### src/hw/rtl/i2cm_pkg.sv
// Package: types and constants of the I2C master byte engine.
`timescale 1ns / 1ps
package i2cm_pkg;

    localparam int CFG_W = 16;
    localparam logic [CFG_W-1:0] UNIT_TICKS_RST = 16'd36;

    typedef enum logic [2:0] {
        ACT_TICK  = 3'd0,
        ACT_START = 3'd1,
        ACT_STOP  = 3'd2,
        ACT_WRITE = 3'd3,
        ACT_READ  = 3'd4
    } t_action;

    typedef enum logic [4:0] {
        PH_IDLE  = 5'd0,
        PH_ST1   = 5'd1,
        PH_ST2   = 5'd2,
        PH_ST3   = 5'd3,
        PH_SP1   = 5'd4,
        PH_SP2   = 5'd5,
        PH_SP3   = 5'd6,
        PH_WSET  = 5'd7,
        PH_WHI   = 5'd8,
        PH_WLO   = 5'd9,
        PH_WAHI  = 5'd10,
        PH_WALO  = 5'd11,
        PH_RREL  = 5'd12,
        PH_RHI   = 5'd13,
        PH_RLO   = 5'd14,
        PH_RASET = 5'd15,
        PH_RAHI  = 5'd16,
        PH_RALO  = 5'd17
    } t_phase;

    typedef struct packed {
        logic [2:0] action;
        logic [7:0] tx_byte;
        logic       send_ack;
        logic       sda_in;
    } t_cmd;

    typedef struct packed {
        logic       scl_out;
        logic       sda_out;
        logic       busy_res;
        logic       done_res;
        logic [7:0] rx_byte;
        logic       nack_seen;
    } t_res;

endpackage

### src/hw/rtl/i2cm_in_if.sv
// Command channel: one tick beat with an optional command.
`timescale 1ns / 1ps
interface i2cm_in_if;
    logic       valid;
    logic       ready;
    logic [2:0] action;
    logic [7:0] tx_byte;
    logic       send_ack;
    logic       sda_in;

    modport source (output valid, output action, output tx_byte, output send_ack,
                    output sda_in, input ready);
    modport sink (input valid, input action, input tx_byte, input send_ack,
                  input sda_in, output ready);
endinterface

### src/hw/rtl/i2cm_out_if.sv
// Result channel: line levels and status for one tick beat.
`timescale 1ns / 1ps
interface i2cm_out_if;
    logic       valid;
    logic       ready;
    logic       scl_out;
    logic       sda_out;
    logic       busy_res;
    logic       done_res;
    logic [7:0] rx_byte;
    logic       nack_seen;

    modport source (output valid, output scl_out, output sda_out, output busy_res,
                    output done_res, output rx_byte, output nack_seen, input ready);
    modport sink (input valid, input scl_out, input sda_out, input busy_res,
                  input done_res, input rx_byte, input nack_seen, output ready);
endinterface

### src/hw/rtl/i2cm_core.sv
// Line sequencer: phase, unit timing, bit shifting and status registers.
`timescale 1ns / 1ps
module i2cm_core (
    input  logic                     i_clk,
    input  logic                     i_rst_n,
    input  logic                     i_fire,
    input  i2cm_pkg::t_cmd           i_cmd,
    input  logic [i2cm_pkg::CFG_W-1:0] i_unit_last,
    output i2cm_pkg::t_res           o_res
);
    import i2cm_pkg::*;

    t_phase            r_phase, n_phase;
    logic [CFG_W-1:0]  r_unit_count, n_unit_count;
    logic [2:0]        r_units_left, n_units_left;
    logic [2:0]        r_bit_index, n_bit_index;
    logic [7:0]        r_shift, n_shift;
    logic              r_scl, n_scl;
    logic              r_sda, n_sda;
    logic              r_ack_flag, n_ack_flag;
    logic              r_ack_bit, n_ack_bit;
    logic [7:0]        r_rx, n_rx;
    logic              w_done;
    logic              w_scl_now;
    logic              w_sda_now;

    always_comb begin
        n_phase      = r_phase;
        n_unit_count = r_unit_count;
        n_units_left = r_units_left;
        n_bit_index  = r_bit_index;
        n_shift      = r_shift;
        n_scl        = r_scl;
        n_sda        = r_sda;
        n_ack_flag   = r_ack_flag;
        n_ack_bit    = r_ack_bit;
        n_rx         = r_rx;
        w_done       = 1'b0;

        // command decode, idle only
        if (r_phase == PH_IDLE) begin
            n_bit_index = '0;
            case (t_action'(i_cmd.action))
                ACT_START: begin
                    n_phase = PH_ST1; n_units_left = 3'd2; n_unit_count = '0;
                    n_scl = 1'b1; n_sda = 1'b1;
                end
                ACT_STOP: begin
                    n_phase = PH_SP1; n_units_left = 3'd2; n_unit_count = '0;
                    n_scl = 1'b0; n_sda = 1'b0;
                end
                ACT_WRITE: begin
                    n_shift = i_cmd.tx_byte;
                    n_phase = PH_WSET; n_units_left = 3'd1; n_unit_count = '0;
                    n_sda = i_cmd.tx_byte[7];
                end
                ACT_READ: begin
                    n_shift = '0;
                    n_ack_bit = i_cmd.send_ack;
                    n_phase = PH_RREL; n_units_left = 3'd1; n_unit_count = '0;
                    n_sda = 1'b1;
                end
                default: begin
                end
            endcase
        end

        w_scl_now = n_scl;
        w_sda_now = n_sda;

        if (n_phase != PH_IDLE) begin
            if (n_unit_count >= i_unit_last) begin
                n_unit_count = '0;
                if (n_units_left != 3'd0) begin
                    n_units_left = n_units_left - 3'd1;
                end
                if (n_units_left == 3'd0) begin
                    // segment end: move to the next segment
                    case (n_phase)
                        PH_ST1: begin
                            n_phase = PH_ST2; n_units_left = 3'd2; n_sda = 1'b0;
                        end
                        PH_ST2: begin
                            n_phase = PH_ST3; n_units_left = 3'd1; n_scl = 1'b0;
                        end
                        PH_SP1: begin
                            n_phase = PH_SP2; n_units_left = 3'd2; n_scl = 1'b1;
                        end
                        PH_SP2: begin
                            n_phase = PH_SP3; n_units_left = 3'd4; n_sda = 1'b1;
                        end
                        PH_WSET: begin
                            n_phase = PH_WHI; n_units_left = 3'd3; n_scl = 1'b1;
                        end
                        PH_WHI: begin
                            n_phase = PH_WLO; n_units_left = 3'd3; n_scl = 1'b0;
                        end
                        PH_WLO: begin
                            if (n_bit_index == 3'd7) begin
                                n_phase = PH_WAHI; n_units_left = 3'd3;
                                n_scl = 1'b1; n_sda = 1'b1;
                            end else begin
                                n_bit_index = n_bit_index + 3'd1;
                                n_sda = n_shift[6];
                                n_shift = {n_shift[6:0], 1'b0};
                                n_phase = PH_WSET; n_units_left = 3'd1;
                            end
                        end
                        PH_WAHI: begin
                            n_ack_flag = i_cmd.sda_in;
                            n_phase = PH_WALO; n_units_left = 3'd3; n_scl = 1'b0;
                        end
                        PH_RREL: begin
                            n_phase = PH_RHI; n_units_left = 3'd3; n_scl = 1'b1;
                        end
                        PH_RHI: begin
                            n_shift = {n_shift[6:0], i_cmd.sda_in};
                            n_phase = PH_RLO; n_units_left = 3'd3; n_scl = 1'b0;
                        end
                        PH_RLO: begin
                            if (n_bit_index == 3'd7) begin
                                n_phase = PH_RASET; n_units_left = 3'd1;
                                n_sda = !n_ack_bit;
                            end else begin
                                n_bit_index = n_bit_index + 3'd1;
                                n_phase = PH_RHI; n_units_left = 3'd3; n_scl = 1'b1;
                            end
                        end
                        PH_RASET: begin
                            n_phase = PH_RAHI; n_units_left = 3'd3; n_scl = 1'b1;
                        end
                        PH_RAHI: begin
                            n_phase = PH_RALO; n_units_left = 3'd3;
                            n_scl = 1'b0; n_sda = 1'b1;
                        end
                        PH_RALO: begin
                            n_rx = n_shift;
                            n_phase = PH_IDLE;
                            w_done = 1'b1;
                        end
                        default: begin
                            n_phase = PH_IDLE;
                            w_done = 1'b1;
                        end
                    endcase
                end
            end else begin
                n_unit_count = n_unit_count + 16'd1;
            end
        end
    end

    always_ff @(posedge i_clk) begin
        if (!i_rst_n) begin
            r_phase      <= PH_IDLE;
            r_unit_count <= '0;
            r_units_left <= '0;
            r_bit_index  <= '0;
            r_shift      <= '0;
            r_scl        <= 1'b1;
            r_sda        <= 1'b1;
            r_ack_flag   <= 1'b0;
            r_ack_bit    <= 1'b0;
            r_rx         <= '0;
        end else if (i_fire) begin
            r_phase      <= n_phase;
            r_unit_count <= n_unit_count;
            r_units_left <= n_units_left;
            r_bit_index  <= n_bit_index;
            r_shift      <= n_shift;
            r_scl        <= n_scl;
            r_sda        <= n_sda;
            r_ack_flag   <= n_ack_flag;
            r_ack_bit    <= n_ack_bit;
            r_rx         <= n_rx;
        end
    end

    assign o_res.scl_out   = w_scl_now;
    assign o_res.sda_out   = w_sda_now;
    assign o_res.busy_res  = (n_phase != PH_IDLE);
    assign o_res.done_res  = w_done;
    assign o_res.rx_byte   = n_rx;
    assign o_res.nack_seen = n_ack_flag;

endmodule

### src/hw/rtl/i2c_master_byte_engine_top.sv
// A taken tick beat's result beat is registered in the output stage before it is offered.
// Throughput: one tick beat per cycle while the skid entry is empty; a two-entry
// output stage keeps ready high while one result waits. Line timing is units of
// unit_ticks beats each. Reset (synchronous, active low) idles the sequencer,
// releases SCL and SDA, empties the output stage and sets unit_ticks to 36.
`timescale 1ns / 1ps
module i2c_master_byte_engine_top (
    input  logic                         i_clk,
    input  logic                         i_rst_n,
    input  logic                         i_cfg_wr_en,
    input  logic [i2cm_pkg::CFG_W-1:0]   i_cfg_wr_data,
    i2cm_in_if.sink                      i_cmd,
    i2cm_out_if.source                   o_res
);
    import i2cm_pkg::*;

    logic [CFG_W-1:0] r_unit_last;
    t_cmd             w_cmd;
    t_res             w_res;
    logic             w_fire;
    logic             w_out_ready;
    t_res             r_out;
    logic             r_out_valid;
    t_res             r_skid;
    logic             r_skid_valid;

    // zero unit_ticks behaves as one
    always_ff @(posedge i_clk) begin
        if (!i_rst_n) begin
            r_unit_last <= UNIT_TICKS_RST - 16'd1;
        end else if (i_cfg_wr_en) begin
            r_unit_last <= (i_cfg_wr_data == '0) ? '0 : i_cfg_wr_data - 16'd1;
        end
    end

    assign w_cmd.action   = i_cmd.action;
    assign w_cmd.tx_byte  = i_cmd.tx_byte;
    assign w_cmd.send_ack = i_cmd.send_ack;
    assign w_cmd.sda_in   = i_cmd.sda_in;

    assign i_cmd.ready = !r_skid_valid;
    assign w_fire      = i_cmd.valid && !r_skid_valid;
    assign w_out_ready = o_res.ready;

    i2cm_core u_core (
        .i_clk       (i_clk),
        .i_rst_n     (i_rst_n),
        .i_fire      (w_fire),
        .i_cmd       (w_cmd),
        .i_unit_last (r_unit_last),
        .o_res       (w_res)
    );

    always_ff @(posedge i_clk) begin
        if (!i_rst_n) begin
            r_out_valid  <= 1'b0;
            r_skid_valid <= 1'b0;
        end else if (r_skid_valid) begin
            if (w_out_ready) begin
                r_skid_valid <= 1'b0;
            end
        end else if (w_fire) begin
            if (r_out_valid && !w_out_ready) begin
                r_skid_valid <= 1'b1;
            end else begin
                r_out_valid <= 1'b1;
            end
        end else if (w_out_ready) begin
            r_out_valid <= 1'b0;
        end
    end

    always_ff @(posedge i_clk) begin
        if (r_skid_valid) begin
            if (w_out_ready) begin
                r_out <= r_skid;
            end
        end else if (w_fire) begin
            if (r_out_valid && !w_out_ready) begin
                r_skid <= w_res;
            end else begin
                r_out <= w_res;
            end
        end
    end

    assign o_res.valid     = r_out_valid;
    assign o_res.scl_out   = r_out.scl_out;
    assign o_res.sda_out   = r_out.sda_out;
    assign o_res.busy_res  = r_out.busy_res;
    assign o_res.done_res  = r_out.done_res;
    assign o_res.rx_byte   = r_out.rx_byte;
    assign o_res.nack_seen = r_out.nack_seen;

endmodule

### src/flat_wrapper.sv
// flat-port wrapper written by rule: the top's interface ports become plain ports
module i2c_master_byte_engine_top_flat import i2cm_pkg::*;
  (i_clk, i_rst_n, i_cfg_wr_en, i_cfg_wr_data, i_cmd_valid, i_cmd_action, i_cmd_tx_byte, i_cmd_send_ack, i_cmd_sda_in, i_cmd_ready, o_res_valid, o_res_scl_out, o_res_sda_out, o_res_busy_res, o_res_done_res, o_res_rx_byte, o_res_nack_seen, o_res_ready);
  i2cm_in_if i_cmd_i ();
  i2cm_out_if o_res_i ();
  input  logic i_clk;
  input  logic i_rst_n;
  input  logic i_cfg_wr_en;
  input  logic [i2cm_pkg::CFG_W-1:0] i_cfg_wr_data;
  input wire logic [$bits(i_cmd_i.valid)-1:0] i_cmd_valid;
  input wire logic [$bits(i_cmd_i.action)-1:0] i_cmd_action;
  input wire logic [$bits(i_cmd_i.tx_byte)-1:0] i_cmd_tx_byte;
  input wire logic [$bits(i_cmd_i.send_ack)-1:0] i_cmd_send_ack;
  input wire logic [$bits(i_cmd_i.sda_in)-1:0] i_cmd_sda_in;
  output wire logic [$bits(i_cmd_i.ready)-1:0] i_cmd_ready;
  output wire logic [$bits(o_res_i.valid)-1:0] o_res_valid;
  output wire logic [$bits(o_res_i.scl_out)-1:0] o_res_scl_out;
  output wire logic [$bits(o_res_i.sda_out)-1:0] o_res_sda_out;
  output wire logic [$bits(o_res_i.busy_res)-1:0] o_res_busy_res;
  output wire logic [$bits(o_res_i.done_res)-1:0] o_res_done_res;
  output wire logic [$bits(o_res_i.rx_byte)-1:0] o_res_rx_byte;
  output wire logic [$bits(o_res_i.nack_seen)-1:0] o_res_nack_seen;
  input wire logic [$bits(o_res_i.ready)-1:0] o_res_ready;
  assign i_cmd_i.valid = i_cmd_valid;
  assign i_cmd_i.action = i_cmd_action;
  assign i_cmd_i.tx_byte = i_cmd_tx_byte;
  assign i_cmd_i.send_ack = i_cmd_send_ack;
  assign i_cmd_i.sda_in = i_cmd_sda_in;
  assign i_cmd_ready = i_cmd_i.ready;
  assign o_res_valid = o_res_i.valid;
  assign o_res_scl_out = o_res_i.scl_out;
  assign o_res_sda_out = o_res_i.sda_out;
  assign o_res_busy_res = o_res_i.busy_res;
  assign o_res_done_res = o_res_i.done_res;
  assign o_res_rx_byte = o_res_i.rx_byte;
  assign o_res_nack_seen = o_res_i.nack_seen;
  assign o_res_i.ready = o_res_ready;
  i2c_master_byte_engine_top u_core (.i_clk(i_clk), .i_rst_n(i_rst_n), .i_cfg_wr_en(i_cfg_wr_en), .i_cfg_wr_data(i_cfg_wr_data), .i_cmd(i_cmd_i), .o_res(o_res_i));
endmodule
### config.mk
export PLATFORM = sky130hd
export DESIGN_NAME = i2c_master_byte_engine_top_flat
export DESIGN_NICKNAME = d
export VERILOG_FILES = /design/src/hw/rtl/i2cm_pkg.sv /design/src/hw/rtl/i2cm_in_if.sv /design/src/hw/rtl/i2cm_out_if.sv /design/src/hw/rtl/i2cm_core.sv /design/src/hw/rtl/i2c_master_byte_engine_top.sv /design/src/flat_wrapper.sv
export SDC_FILE = /design/constraint.sdc
export NUM_CORES = 1
export LEC_CHECK = 0
export ABC_AREA = 1
export CORE_ASPECT_RATIO = 0.6
export CORE_MARGIN = 2
export CORE_UTILIZATION = 25
export DETAILED_ROUTE_END_ITERATION = 16
export DONT_BUFFER_PORTS = 1
export GPL_ROUTABILITY_DRIVEN = 0
export SETUP_SLACK_MARGIN = 0.5
export SLEW_MARGIN = 5
export SYNTH_ARGS = -nofsm -noshare
export SYNTH_HDL_FRONTEND = slang
export SYNTH_HIERARCHICAL = 1
export SYNTH_SLANG_ARGS = --single-unit
export TNS_END_PERCENT = 30
### constraint.sdc
create_clock -name i_clk -period 3.8 [get_ports i_clk]
set_input_delay 0.19 -clock i_clk [delete_from_list [all_inputs] [get_ports i_clk]]
set_output_delay 0.19 -clock i_clk [all_outputs]
set_load 0.005 [all_outputs]
==> results of run 1 <==
repair_timing:
item	in CTS	in global routing
endpoints found under the hold margin	13	0
pin swaps	2	10
endpoints found under the setup margin	25	27
hold buffers	1	0
buffers inserted	4	7
resized for setup	8	31
gates cloned	1	0
logic make-up after synthesis:
kind of cell / count (synthesis) / share of synthesized area (%)
simple gates: 509 / 37.8
buf+inv: 160 / 10.9
compound gates: 126 / 11.1
flops: 91 / 34.5
fa+ha+maj: 22 / 4.56
xor+xnor: 8 / 1.16
worst paths after layout:
path,start,depth (start not counted),end,slack [ns]
hold / removal,i_cfg_wr_data[5],3,u_core/r_unit_last[5]$_SDFFE_PN1P_,0.03
hold reg to reg,u_core/u_core/r_units_left[2]$_SDFFE_PN0P_,2,u_core/u_core/r_units_left[2]$_SDFFE_PN0P_,0.47
setup / recovery,u_core/u_core/r_phase[1]$_SDFFE_PN0P_,23,u_core/o_res.busy_res$_DFFE_PP_,0.65
setup reg to reg,u_core/u_core/r_phase[1]$_SDFFE_PN0P_,23,u_core/o_res.busy_res$_DFFE_PP_,0.65
cell usage in the layout (no fill, tap or decap), drive strengths merged, types with 2 or more instances in the layout:
cell | Yosys | routed
bufinv | 0 | 2
buf | 12 | 22
clkbuf | 15 | 9
ha | 22 | 22
o211ai | 3 | 3
edfxtp | 26 | 26
a21oi | 71 | 71
inv | 130 | 131
nor3 | 9 | 9
clkinv | 3 | 6
xnor2 | 2 | 2
nor2 | 111 | 112
nand4 | 15 | 15
nand2 | 295 | 295
nand3 | 75 | 75
o21ai | 47 | 47
xor2 | 6 | 6
dfxtp | 65 | 65
area by class of cell:
| type | instances | area share [%] |
|---|---|---|
| multi-input combinational | 666 | 49.3 |
| timing repair buffer | 23 | 2.71 |
| sequential | 91 | 30.2 |
| clock inverter | 7 | 1.45 |
| tap | 315 | 5.70 |
| clock buffer | 9 | 3.26 |
| inverter | 133 | 7.37 |
critical path: stages, from the launching register on:
cell,delay (ns)
dfxtp_4,0.36
nor2_4,0.13
nand2_4,0.07
nor2_8,0.16
nand2_8,0.08
nand2_4,0.10
inv_4,0.07
nand2_1,0.08
inv_1,0.05
ha_1,0.29
a21oi_1,0.14
o21ai_0,0.11
a21oi_1,0.18
nand3_2,0.17
inv_4,0.14
nor2_8,0.07
nand2_8,0.09
nand2_1,0.09
o21ai_2,0.09
nand2_1,0.08
nor2_2,0.10
nand2_2,0.11
nand2_1,0.08
nand2_1,0.06
power by group through the flow:
stage | Sequential, mW | Clock (mW) | Combinational, mW
4_1_cts | 1.08 | 1.01 | 0.458
3_3_place_gp | 1.10 | 0 | 0.443
5_1_grt | 1.09 | 1.04 | 0.552
2_1_floorplan | 1.10 | 0 | 0.355
6_report | 1.08 | 0.976 | 0.490
3_5_place_dp | 1.11 | 0 | 0.444
registers in the layout (all words and copies together) (netlist names), 3 cells and up:
signal                      cells
u_core/r_unit_last             16
u_core/o_res.rx_byte            8
u_core/u_core/r_units_left      3
u_core/u_core/r_bit_index       3
u_core/r_skid                  13
u_core/u_core/r_shift           8
u_core/u_core/r_rx              8
u_core/u_core/r_unit_count     16
u_core/u_core/r_phase           5
routing by layer:
| layer | track usage [%] | vias to the layer above |
|---|---|---|
| met5 | 0 | - |
| met4 | 2.77 | 0 |
| met3 | 3.09 | 12 |
| met2 | 16.3 | 184 |
| met1 | 20.5 | 2545 |
| li1 | - | 2944 |
metrics by stage:
step	hold slack (ns)	worst slack [ns]	cell area (sq um)
global placement	0.341	0.254	6360
CTS	0.0128	0.533	6750
finish	0.0267	0.647	6910
global route	0.0207	0.407	6910
floorplan	0.328	0.670	6040
detailed placement	0.343	0.221	6360
==> flow_summary_export.csv, run 1 <==
group,metric,value,unit
finish,instances_no_fill,1244,
run,timing.max_cap.violations,0,
power,power.total,2.55,mW
cts,cts.sinks,91,
sta,post-route-period-util,83.0,%
floorplan,core_area,23400,sq um
sta,tns,0,ns
place,io_buffers,0,
min_path,min_path_type,"in -> reg",
finish,fillers,2523,
power,p_int,1.79,mW
drt,wl_per_cell,12.9,microns
floorplan,rows,43,
synth,ys.warnings.count,6,
critical_path,cp.required,3.89,ns
sta,rsz0062_at_grt,"true",
floorplan,die_y,124,microns
grt,grt_pass1_wl,26200,microns
grt,gr-total-overflow,0,
floorplan,die_area,25500,sq um
floorplan,dieWidth,205,microns
sta,setup_viol,0,
critical_path,cp-end-kind,"flip-flop",
cts,cts_tree,"built",
synth,yosysUniqueCellTypes,42,
critical_path,crit_path_max_fanout,8,
power,ir_drop,0.243,mV
cts,h-tree-depth,3,
drt,drt_iter0_drc,499,
sta,slew_headroom,51.7,%
finish,drive_gt1_share,12.4,%
sta,finClkSkew,0.00691,ns
place,dp.cells,1215,
power,pwr-share-comb,19.2,%
drt,totalWireLength,16100,microns
status,status,"completed",
sta,worst_pin_slew,0.720,ns
cts,root_buffer,"clkbuf_16",
finish,nets,980,
synth,synth_top_area_cell,"dfxtp_1",
critical_path,crit_arrival,3.25,ns
synth,synth.net_count,972,
grt,grt_usage,12.7,%
grt,grt_start_max_net_pins,44,
floorplan,design.portCount,49,
drt,drc,0,
drt,num_vias,5685,
drt,drt_pass1_iterations,6,
power,switching_share,29.9,%
finish,multi_input_area,3410,sq um
cts,clockBufferDepth,2,
cts,clk_pin_slew_worst_paths,0.07,ns
place,dp_hpwl,11800,microns
critical_path,path_class,"reg -> reg",
synth,syn-cell-area,6040,sq um
drt,via_per_inst,4.57,
drt,met3_length,1220,microns
sta,hold_viol,0,
cts,insertion_delay,0.34,ns
synth,netlist.area_leader.share,21.5,%
sta,max_freq,317,MHz
synth,yosysSeqAreaShare,34.5,%
critical_path,start_kind,"flip-flop",
power,clock_power_share,38.3,%
drt,wl_met2,6110,microns
grt,grt_pass1_vias,4931,
drt,top_layer,"met4",
sta,layout_min_cycle_time,3.15,ns
power,power_density,369,nW/um^2
finish,regArea,2090,sq um
power,pwr-share-seq,42.5,%
finish,area_delta_synth_final,14.5,%
cts,cts_made_buffers,9,
power,p_leak,3.22,nW
synth,synth-async-reset-ratio,0,%
floorplan,initial_core_util,25.8,%
drt,drtAntennaViolNets,0,
grt,antenna_found_initial,0,
synth,post-synth-top-count-cell,"nand2_1",
power,p_sw,761,uW
synth,synth_seq_cells,91,
synth,synthCells,916,
synth,synth_edf_count,26,
synth,ys.flop_type,"dfxtp_1",
synth,avgSynthCellArea,6.59,sq um
finish,final_util,29.5,%
drt,wl_met1,8610,microns
synth,synth_area_leaders,"dfxtp_1 22%, nand2_1 17%, edfxtp_1 13%, inv_1 7.6%, nand3_1 6.0%",
sta,maxSlewViolCount,0,
synth,synth.top_cells.by_count,"272 x nand2_1, 122 x inv_1, 96 x nor2_1, 72 x nand3_1, 69 x a21oi_1",
finish,n_antenna_cell,0,
Note: power is estimated with default switching activity, not from simulation.
==> inputs of run 2 (changes only) <==
clock period = 3.3 ns   (was 3.8 ns; I/O delays follow)
==> flow_summary_export.csv, run 2 (synthesis gave the netlist of run 1 again) <==
group,metric,value,unit
status,status,"completed",
drt,wl_met1,8850,microns
grt,grt_usage,13.3,%
floorplan,rows,43,
drt,totalWireLength,17000,microns
floorplan,die_area,25500,sq um
finish,nets,1000,
drt,met3_length,1240,microns
finish,instances_no_fill,1264,
cts,h-tree-depth,3,
cts,root_buffer,"clkbuf_16",
min_path,min_to,"u_core/r_unit_last[0]$_SDFFE_PN1P_",
critical_path,crit_path_max_fanout,8,
sta,hold_viol,0,
floorplan,die_y,124,microns
floorplan,core_area,23400,sq um
floorplan,dieWidth,205,microns
grt,grt_pass1_vias,5236,
sta,maxSlewViolCount,0,
cts,clk_pin_slew_worst_paths,0.07,ns
finish,n_antenna_cell,0,
power,ir_drop,0.247,mV
cts,cts.sinks,91,
critical_path,r2r-end,"u_core/o_res.busy_res$_DFFE_PP_",
sta,layout_min_cycle_time,2.98,ns
sta,max_freq,335,MHz
drt,drc,0,
sta,worst_pin_slew,1.13,ns
finish,final_common_cell,"nand2_1",
cts,clockBufferDepth,2,
cts,cts_tree,"built",
drt,wl_per_cell,13.5,microns
floorplan,initial_core_util,25.8,%
power,p_leak,3.33,nW
sta,slew_headroom,24.3,%
power,power_density,396,nW/um^2
min_path,hold_path.startpoint,"i_cfg_wr_data[0]",
sta,holdWs,0.0181,ns
min_path,min_path_type,"in -> reg",
critical_path,r2r.worst_path.cells,24,
sta,finClkSkew,0.0120,ns
floorplan,design.portCount,49,
place,dp.cells,1221,
drt,top_layer,"met4",
run,timing.max_cap.violations,0,
finish,drive_gt1_share,19.9,%
drt,via_per_inst,4.66,
place,dp_hpwl,12000,microns
finish,most-common-layout-cells,"242 x nand2_1, 113 x inv_1, 87 x nor2_1",
sta,rsz0062_at_grt,"true",
drt,num_vias,5896,
min_path,whs_path_depth,3,
critical_path,reg2reg_slack,0.32,ns
grt,grt_start_max_net_pins,44,
cts,cts_made_buffers,9,
critical_path,path_class,"reg -> reg",
critical_path,cp-end-kind,"flip-flop",
place,io_buffers,0,
cts,insertion_delay,0.35,ns
finish,area_delta_synth_final,22.2,%
critical_path,cp.required,3.41,ns
sta,setup_viol,0,
drt,drtAntennaViolNets,0,
grt,antenna_found_initial,0,
critical_path,crit-reg2reg-launch,"u_core/u_core/r_phase[0]$_SDFFE_PN0P_",
grt,grt_pass1_wl,27400,microns
drt,drt_pass1_iterations,5,
drt,wl_met2,6730,microns
sta,post-route-period-util,90.4,%
grt,gr-total-overflow,0,
critical_path,start_kind,"flip-flop",
drt,drt_iter0_drc,557,
critical_path,crit_arrival,3.09,ns
finish,reg_top3,"u_core/r_unit_last (16), u_core/u_core/r_unit_count (16), u_core/r_skid (13)",
==> run 2: per-stage QoR <==
step	instance area [sq um]	util (%)	setup TNS (ns)	setup WS, ns	power (mW)
2_1_floorplan	6090	-	0	0.502	1.68
5_1_grt	7380	31.5	0	0.150	3.07
4_1_cts	7240	30.9	0	0.318	2.92
3_3_place_gp	6440	27.5	0	0.0544	1.79
6_report	7380	31.5	0	0.316	2.92
3_5_place_dp	6440	27.5	-0.0245	-0.0245	1.80
==> run 2: final cells by class <==
type / count / area (sq um)
clock buffer: 9 / 225
clock inverter: 7 / 65.1
fill: 2493 / 16000
inverter: 133 / 522
multi-input combinational: 667 / 3720
sequential: 91 / 2090
tap: 315 / 394
timing repair buffer: 42 / 367
==> run 2: worst max-delay path: stages, from the launching register on <==
cell and delay [ns]:
dfxtp_2 0.34, nor2_4 0.13, nand2_4 0.08, nor2_8 0.12, nand2_4 0.09, nand2_8 0.12, inv_8 0.07, nand2_2 0.07
inv_2 0.05, ha_4 0.28, nand2_4 0.06, nor2_4 0.09, nand4_1 0.10, inv_2 0.08, nand3_2 0.08, nand3_4 0.14
inv_6 0.06, nor2_8 0.15, nand3_1 0.13, o21ai_2 0.11, nand2_1 0.09, inv_1 0.07, nand2_2 0.09, nand2_2 0.08
nand2_1 0.06
==> run 2: what timing repair did <==
action | 4_1_cts | 5_1_grt
setup buffers | 16 | 6
endpoints found under the setup margin | 61 | 63
hold buffers | 3 | 0
hold endpoints to repair | 15 | 0
gates resized for setup | 82 | 29
cloned | 2 | 0
pin swaps | 39 | 30
==> run 2: power by group <==
part           internal (mW)  total, mW  switching (mW)
Combinational          0.214      0.638           0.425
Sequential              1.21       1.25          0.0375
Clock                  0.532       1.03           0.502
Total                   1.96       2.92           0.965
==> run 2: worst max-delay path by stage <==
stage          slack [ns]                           endpoint                                   from  depth (start not counted)
2_1_floorplan        0.50   u_core/o_res.nack_seen$_DFFE_PP_  u_core/u_core/r_phase[4]$_SDFFE_PN0P_                         23
3_3_place_gp         0.05    u_core/o_res.busy_res$_DFFE_PP_  u_core/u_core/r_phase[3]$_SDFFE_PN0P_                         24
3_5_place_dp        -0.02    u_core/o_res.busy_res$_DFFE_PP_  u_core/u_core/r_phase[3]$_SDFFE_PN0P_                         24
4_1_cts              0.32  u_core/o_res.rx_byte[3]$_DFFE_PP_  u_core/u_core/r_phase[1]$_SDFFE_PN0P_                         24
5_1_grt              0.15    u_core/o_res.busy_res$_DFFE_PP_  u_core/u_core/r_phase[0]$_SDFFE_PN0P_                         24
6_report             0.32    u_core/o_res.busy_res$_DFFE_PP_  u_core/u_core/r_phase[0]$_SDFFE_PN0P_                         24
==> run 2: routing by layer <==
metal,track usage [%],up-vias
met5,0,-
met4,2.51,0
met3,3.48,21
met2,17.9,189
met1,20.7,2711
li1,-,2975
